`src/sv/lpd_pkg.sv`:
```
// ----------------------------------------------------------------------------
// lpd_pkg
// Types and constants shared by the length-prefix deframer modules.
// ----------------------------------------------------------------------------
`default_nettype none

package lpd_pkg;

    // Length header size in bytes, most significant byte first
    localparam int unsigned HDR_BYTES  = 4;
    localparam int unsigned HCNT_W     = $clog2(HDR_BYTES);
    localparam logic [HCNT_W-1:0] HDR_LAST = HCNT_W'(HDR_BYTES - 1);

    // Register and length widths
    localparam int unsigned LEN_W      = 24;
    localparam int unsigned HDR_W      = 8 * HDR_BYTES;
    localparam int unsigned SHIFT_W    = HDR_W - 8;
    localparam logic [LEN_W-1:0] MAX_LEN_RESET = LEN_W'(10 * 1024 * 1024);

    // Input action codes
    localparam logic ACT_DATA  = 1'b0;
    localparam logic ACT_CLOSE = 1'b1;

    // Deframer phase
    typedef enum logic [1:0] {
        PH_HEADER  = 2'd0,
        PH_PAYLOAD = 2'd1,
        PH_ERROR   = 2'd2
    } t_phase;

    // Result kind
    typedef enum logic [1:0] {
        KIND_BYTE   = 2'd0,
        KIND_BADLEN = 2'd1,
        KIND_ABORT  = 2'd2
    } t_kind;

    // One result from the frame state machine
    typedef struct packed {
        logic       valid;
        t_kind      kind;
        logic [7:0] data;
        logic       last;
    } t_result;

endpackage

`default_nettype wire

```
`src/sv/lpd_frame_fsm.sv`:
```
// ----------------------------------------------------------------------------
// lpd_frame_fsm
// Frame state machine: collects the length header, counts payload bytes,
// and produces at most one result per processed transaction.
// ----------------------------------------------------------------------------
`default_nettype none

module lpd_frame_fsm
    import lpd_pkg::*;
(
    input  wire              i_clk,
    input  wire              i_rst_n,
    input  wire              i_step,
    input  wire              i_action,
    input  wire [7:0]        i_data_byte,
    input  wire [LEN_W-1:0]  i_max_len,
    output t_result          o_result
);

    t_phase              r_phase, n_phase;
    logic [HCNT_W-1:0]   r_hcnt,  n_hcnt;
    logic [SHIFT_W-1:0]  r_len,   n_len;
    logic [LEN_W-1:0]    r_rem,   n_rem;

    logic [HDR_W-1:0]    w_len_full;
    logic                w_bad_len;
    logic                w_mid;
    logic                w_last;

    // Full header value once the final byte arrives
    assign w_len_full = {r_len, i_data_byte};
    assign w_bad_len  = (w_len_full == '0)
                     || (w_len_full[HDR_W-1:LEN_W] != '0)
                     || (w_len_full[LEN_W-1:0] > i_max_len);
    assign w_mid      = (r_phase == PH_PAYLOAD)
                     || ((r_phase != PH_ERROR) && (r_hcnt != '0));
    assign w_last     = (r_rem <= LEN_W'(1));

    // State registers
    always_ff @(posedge i_clk) begin
        if (!i_rst_n) begin
            r_phase <= PH_HEADER;
            r_hcnt  <= '0;
            r_rem   <= '0;
        end else begin
            r_phase <= n_phase;
            r_hcnt  <= n_hcnt;
            r_rem   <= n_rem;
        end
    end

    // Header shift register; each header byte shifts in, pushing older bytes out
    always_ff @(posedge i_clk) begin
        r_len <= n_len;
    end

    // Next state and result
    always_comb begin
        n_phase  = r_phase;
        n_hcnt   = r_hcnt;
        n_len    = r_len;
        n_rem    = r_rem;
        o_result = '{valid: 1'b0, kind: KIND_BYTE, data: 8'd0, last: 1'b0};
        if (i_step) begin
            if (i_action == ACT_CLOSE) begin
                // Clear state; report a partial frame as aborted
                n_phase         = PH_HEADER;
                n_hcnt          = '0;
                n_rem           = '0;
                o_result.valid  = w_mid;
                o_result.kind   = KIND_ABORT;
            end else begin
                unique case (r_phase)
                    PH_ERROR: begin
                        // Drop bytes until close
                    end
                    PH_PAYLOAD: begin
                        o_result.valid = 1'b1;
                        o_result.kind  = KIND_BYTE;
                        o_result.data  = i_data_byte;
                        o_result.last  = w_last;
                        if (w_last) begin
                            n_phase = PH_HEADER;
                            n_rem   = '0;
                        end else begin
                            n_rem   = r_rem - LEN_W'(1);
                        end
                    end
                    default: begin
                        // Header phase: shift in one length byte
                        n_len = w_len_full[SHIFT_W-1:0];
                        if (r_hcnt == HDR_LAST) begin
                            n_hcnt = '0;
                            if (w_bad_len) begin
                                n_phase        = PH_ERROR;
                                n_rem          = '0;
                                o_result.valid = 1'b1;
                                o_result.kind  = KIND_BADLEN;
                            end else begin
                                n_phase = PH_PAYLOAD;
                                n_rem   = w_len_full[LEN_W-1:0];
                            end
                        end else begin
                            n_hcnt = r_hcnt + HCNT_W'(1);
                        end
                    end
                endcase
            end
        end
    end

    // A partial header only exists in the header phase
    a_hcnt_phase: assert property (@(posedge i_clk) disable iff (!i_rst_n)
        (r_hcnt != '0) |-> (r_phase == PH_HEADER))
        else $error("header count set outside header phase");

    // Payload countdown only runs in the payload phase
    a_rem_phase: assert property (@(posedge i_clk) disable iff (!i_rst_n)
        (r_rem != '0) |-> (r_phase == PH_PAYLOAD))
        else $error("bytes remaining outside payload phase");

    // A close always returns to an empty header phase
    a_close_clears: assert property (@(posedge i_clk) disable iff (!i_rst_n)
        (i_step && (i_action == ACT_CLOSE))
            |=> ((r_phase == PH_HEADER) && (r_hcnt == '0) && (r_rem == '0)))
        else $error("close did not clear state");

    // Entering payload phase always loads a nonzero count
    a_payload_len: assert property (@(posedge i_clk) disable iff (!i_rst_n)
        ((r_phase == PH_PAYLOAD) && !$past(r_phase == PH_PAYLOAD)
            && $past(i_rst_n)) |-> (r_rem != '0))
        else $error("payload phase entered with zero length");

endmodule

`default_nettype wire

```
`src/sv/length_prefix_deframer.sv`:
```
// ----------------------------------------------------------------------------
// length_prefix_deframer
// Splits a byte stream into length-prefixed frames and streams the payload
// bytes out, flagging bad lengths and frames cut short by a close.
// ----------------------------------------------------------------------------
//  Channel  Direction  Handshake                  Payload
//  in       input      i_in_valid / o_in_stall    i_action, i_data_byte
//  out      output     o_out_valid / i_out_stall  o_kind, o_payload_byte,
//                                                 o_last_byte
//  cfg      input      i_cfg_we                   i_cfg_wdata (max length)
//
//  One transaction per cycle while the output is not stalled: input
//  register, one pass of the frame state machine, result register.
//  Reset is synchronous; the maximum length returns to 10 MiB.
//  An output stall holds a valid result register and, once the input register
//  also holds a transaction, raises o_in_stall.
// ----------------------------------------------------------------------------
`default_nettype none

module length_prefix_deframer
    import lpd_pkg::*;
(
    input  wire              i_clk,
    input  wire              i_rst_n,
    // Configuration
    input  wire              i_cfg_we,
    input  wire [LEN_W-1:0]  i_cfg_wdata,
    // Input channel
    input  wire              i_in_valid,
    output logic             o_in_stall,
    input  wire              i_action,
    input  wire [7:0]        i_data_byte,
    // Output channel
    output logic             o_out_valid,
    input  wire              i_out_stall,
    output logic [1:0]       o_kind,
    output logic [7:0]       o_payload_byte,
    output logic             o_last_byte
);

    logic [LEN_W-1:0] r_max_len;

    logic             r_in_valid;
    logic             r_in_action;
    logic [7:0]       r_in_byte;

    logic             r_out_valid;
    t_kind            r_out_kind;
    logic [7:0]       r_out_byte;
    logic             r_out_last;

    logic             w_out_free;
    logic             w_step;
    t_result          w_result;

    // Result register can take a new value
    assign w_out_free = !r_out_valid || !i_out_stall;
    assign w_step     = r_in_valid && w_out_free;
    assign o_in_stall = r_in_valid && !w_out_free;

    // Configuration register
    always_ff @(posedge i_clk) begin
        if (!i_rst_n) begin
            r_max_len <= MAX_LEN_RESET;
        end else if (i_cfg_we) begin
            r_max_len <= i_cfg_wdata;
        end
    end

    // Input register: advance when not stalled
    always_ff @(posedge i_clk) begin
        if (!i_rst_n) begin
            r_in_valid <= 1'b0;
        end else if (!o_in_stall) begin
            r_in_valid <= i_in_valid;
        end
    end

    always_ff @(posedge i_clk) begin
        if (i_in_valid && !o_in_stall) begin
            r_in_action <= i_action;
            r_in_byte   <= i_data_byte;
        end
    end

    lpd_frame_fsm u_fsm (
        .i_clk       (i_clk),
        .i_rst_n     (i_rst_n),
        .i_step      (w_step),
        .i_action    (r_in_action),
        .i_data_byte (r_in_byte),
        .i_max_len   (r_max_len),
        .o_result    (w_result)
    );

    // Result register: load when free, hold while stalled
    always_ff @(posedge i_clk) begin
        if (!i_rst_n) begin
            r_out_valid <= 1'b0;
        end else if (w_out_free) begin
            r_out_valid <= w_result.valid;
        end
    end

    always_ff @(posedge i_clk) begin
        if (w_out_free && w_result.valid) begin
            r_out_kind <= w_result.kind;
            r_out_byte <= w_result.data;
            r_out_last <= w_result.last;
        end
    end

    assign o_out_valid    = r_out_valid;
    assign o_kind         = r_out_kind;
    assign o_payload_byte = r_out_byte;
    assign o_last_byte    = r_out_last;

endmodule

`default_nettype wire
```
`config.mk`:
```
export PLATFORM = sky130hd
export DESIGN_NAME = length_prefix_deframer
export DESIGN_NICKNAME = d
export VERILOG_FILES = /design/src/sv/lpd_pkg.sv /design/src/sv/lpd_frame_fsm.sv /design/src/sv/length_prefix_deframer.sv
export SDC_FILE = /design/constraint.sdc
export NUM_CORES = 1
export LEC_CHECK = 0
export BUFFER_PORTS_ARGS = -buffer_cell sky130_fd_sc_hd__buf_4
export CAP_MARGIN = 30
export CORE_ASPECT_RATIO = 0.7
export CORE_MARGIN = 2
export CORE_UTILIZATION = 47
export CTS_CLUSTER_SIZE = 40
export DETAILED_ROUTE_END_ITERATION = 16
export HOLD_SLACK_MARGIN = 0.08
export MAX_ROUTING_LAYER = met4
export PLACE_DENSITY = 0.66
export SLEW_MARGIN = 40
export SYNTH_ARGS = -nofsm -noshare
export SYNTH_HDL_FRONTEND = slang
export SYNTH_SLANG_ARGS = --single-unit
```
`constraint.sdc`:
```
create_clock -name i_clk -period 5 [get_ports i_clk]
set_input_delay 1 -clock i_clk [delete_from_list [all_inputs] [get_ports i_clk]]
set_output_delay 1 -clock i_clk [all_outputs]
set_load 0.005 [all_outputs]
```
==> results.tsv <==
stage	metric	value	unit
status	result of the run	complete, no violations	
yosys	part of the Yosys area used for sequential elements	49.7	%
floorplanning	FP Rows	30	
worst_setup_path	capturing element type of the critical path	register	
layout	share of post-route cells with drive strength above 1	16.3	%
sta	Fmax achieved	316	MHz
power	Clock Power Share	42.3	%
placed_design	worst slack, placed	1.87	ns
yosys	share of async-settable or async-resettable flops after synthesis	0	%
sta	Worst Max-Slew Pin Slew	0.719	ns
cts	Clock Pin Slew Worst Setup and Hold Paths	0.07	ns
layout	area growth from synthesis to final layout	17.1	%
cts	clock sink count	98	
route	via density per instance	5.95	
yosys	number of storage elements in the synthesis netlist	98	
cts	CTS tree	done	
worst_setup_path	Critical Path RT	5.10	ns
floorplanning	die area	0.0111	mm2
grt	pin count of the biggest net entering global routing	32	
sta	RSZ-0062 raised after global routing	no	
placed_design	Placer Congestion	0.881	
floorplanning	core outline area	0.00983	mm2
power	static leakage power	2.30	nW
placed_design	dpl cells	627	
worst_setup_path	sort of element at the start of the critical path	register	
grt	antenna violations before repair	0	
cts	# resized after CTS	0	
floorplanning	die extent in y	88.9	um
min_path	Min-Delay Path Class	register to register	
yosys	Post-synth EDFFs	44	
power	Final Total Pwr	1.73	mW
layout	final core utilization	57.6	%
layout	antenna cell count	0	
grt	All-Layer GR Usage	22.4	%
cts	cell at the root of the clock tree	sky130_fd_sc_hd__clkbuf_16	
route	total length of routed wires	11600	um
floorplanning	boundary pin count	51	
floorplanning	die boundary width	125	um
grt	met3 Resource Use GR	4.11	%
grt	total congestion overflow	0	
cts	worst-skew pair later-pin latency	0.34	ns
cts	maximum root-to-sink buffer count	2	
yosys	number of synthesis warnings	0	
worst_setup_path	crit path max fanout	11	
sta	Clock Skews	0.00632	ns
power	internal power summed over all cells	1.35	mW
sta	Worst Hold Margin	0.498	ns
grt	GR met1 Demand/Resource	31.0	%
power	peak ir drop on the vdd network	0.000173	V
cts	H-tree depth reported by CTS	3	
power	Power per Cell Area	305	mW/mm2
placed_design	sum of net half-perimeters after detailed placement	8210	um
floorplanning	initial core utilization	49.2	%
yosys	instance count of the mapped netlist	462	
flow_run	total of max-cap violations	0	
sta	total negative setup slack	0	ns
yosys	Post-Syn Nets	530	
route	Final ANT Viol Nets	0	
sta	setup violation total in the final timing report	0	
worst_setup_path	critical setup path kind	register to register	
sta	final setup margin	1.84	ns
power	Switching Fraction	22.0	%
cts	post-CTS setup buffers	0	
power	Sw Pwr	0.380	mW
worst_setup_path	arrival time of the worst setup path	3.26	ns
layout	net count reported at finish	578	
sta	max-slew headroom at the worst pin	52.0	%
route	count of TritonRoute iterations in the first routing pass	5	
grt	met2 Use GR	33.0	%
placed_design	cell area after placement	0.00535	mm2
sta	final clock period utilization by the worst path	63.2	%
grt	wire length of the first global-routing pass	18700	um
yosys	Unique masters post-synth	56	
power	share of power burned in registers	51.0	%
layout	number of inserted filler cells in the final layout	857	
layout	finished layout cell area	0.00566	mm2
power	combinational group share of total power	6.7	%
layout	final std cells w/o fill	643	
sta	final critical-path required period	3.16	ns
cts	CTS Buf Count	9	
route	overall via count from detail_route	3823	
sta	count of endpoints failing hold in the final timing report	0	
route	first-iteration detailed-routing DRC count	347	
sta	final-report max-slew violation count	0	
route	wire length per cell	18.0	um
cts	hold_buf cts	0	
grt	peak-usage layer in the global routing report	met2	
grt	via count of the first global-routing pass	3659	
yosys	Netlist Area Pre-Place	0.00483	mm2
yosys	prevailing post-synth register cell	sky130_fd_sc_hd__dfxtp_1	
yosys	mean instance size in the synthesized netlist	10.5	um2
placed_design	buffers added on ports	50	
route	number of remaining DRC errors	0	
-- sequential cells by signal, summed over array words and instances, names as in the netlist --
register,cells
u_fsm.r_len,24
u_fsm.r_hcnt,2
o_payload_byte,8
u_fsm.r_phase,2
r_in_valid,1
o_last_byte,1
r_in_byte,8
r_in_action,1
r_max_len,24
u_fsm.r_rem,24
o_kind,2
o_out_valid,1
-- cell families after synthesis --
logic type / count (synthesis) / share of synthesized area, %
flip-flops: 98 / 49.7
multiplexers: 23 / 4.76
buffers and inverters: 59 / 4.94
AO/OA/AOI/OAI: 105 / 16.3
AND/OR/NAND/NOR: 147 / 16.5
adder cells (fa/ha/maj): 30 / 7.76
-- synthesized netlist by cell type (all sizes together) (3+ instances only) --
cell	n	area share, %
dfxtp	54	22
nand4	14	2.1
or2	4	0.52
a41oi	4	0.72
a22oi	3	0.47
nand3	16	1.7
and3	3	0.39
nor3	7	0.72
or4	3	0.54
o21ai	10	1.0
nor4	13	2.3
inv	39	3.0
a21o	9	1.4
nor2	46	3.6
buf	6	0.83
a32o	8	1.7
nor2b	4	0.52
o21bai	3	0.47
clkbuf	14	1.1
o21a	3	0.47
a22o	15	2.7
a21oi	14	1.4
and2	10	1.3
o211ai	10	1.6
mux2i	23	4.8
nand2	18	1.4
edfxtp	44	27
a31oi	8	1.0
ha	30	7.8
-- per-layer routing --
layer	wire [um]	up-vias	share of wire (%)
met2	4840	121	42
met1	5920	1854	51
met4	278	0	2.4
met3	561	25	4.8
met5	0	-	0
li1	-	1823	-
-- power groups by stage --
stage	Sequential (mW)	Combinational, mW	Clock (mW)
4_1_cts	0.881	0.116	0.741
3_3_place_gp	0.898	0.111	0
5_1_grt	0.883	0.132	0.771
2_1_floorplan	0.888	0.0717	0
6_report	0.881	0.116	0.730
3_5_place_dp	0.898	0.116	0
-- path summary, 6_finish.rpt --
check | slack, ns | endpoint | depth (start not counted) | from
worst min register to register | 0.50 | r_max_len[3]$_SDFFE_PN0P_ | 2 | r_max_len[3]$_SDFFE_PN0P_
worst max register to register | 1.84 | o_payload_byte[2]$_SDFFCE_PP0P_ | 8 | u_fsm.r_len[15]$_DFFE_PP_
worst min-delay path | 0.50 | r_max_len[3]$_SDFFE_PN0P_ | 2 | r_max_len[3]$_SDFFE_PN0P_
worst max-delay path | 1.84 | o_payload_byte[2]$_SDFFCE_PP0P_ | 8 | u_fsm.r_len[15]$_DFFE_PP_
-- cell type report --
| cell class | count | area (um2) | share of cell area (%) |
|---|---|---|---|
| flip-flops and latches | 98 | 2400 | 42.4 |
| multi-input cells | 305 | 2200 | 38.9 |
| repair buffers | 57 | 435 | 7.69 |
| clock buffers | 13 | 272 | 4.79 |
| well taps | 128 | 160 | 2.83 |
| inverters | 39 | 146 | 2.59 |
| clock inverters | 3 | 45.0 | 0.795 |
-- cell usage in the layout (no fill, tap or decap), types with 13 or more instances in the layout --
master and instances:
sky130_fd_sc_hd__buf_4 55, sky130_fd_sc_hd__dfxtp_1 54, sky130_fd_sc_hd__nor2_1 45, sky130_fd_sc_hd__edfxtp_1 44
sky130_fd_sc_hd__inv_1 39, sky130_fd_sc_hd__ha_1 30, sky130_fd_sc_hd__mux2i_1 23, sky130_fd_sc_hd__nand2_1 18
sky130_fd_sc_hd__nand3_1 16, sky130_fd_sc_hd__a22o_1 15, sky130_fd_sc_hd__a21oi_1 14, sky130_fd_sc_hd__nand4_1 13
-- critical path: stages, from the launching register on --
cell and delay, ns:
sky130_fd_sc_hd__edfxtp_1 0.43, sky130_fd_sc_hd__ha_1 0.33, sky130_fd_sc_hd__nand4_1 0.22, sky130_fd_sc_hd__or4_1 0.64
sky130_fd_sc_hd__or3_4 0.45, sky130_fd_sc_hd__nor2b_1 0.14, sky130_fd_sc_hd__a32oi_1 0.34, sky130_fd_sc_hd__o21ai_0 0.15
sky130_fd_sc_hd__buf_4 0.21
No activity file was read; power rests on OpenSTA's default activity.
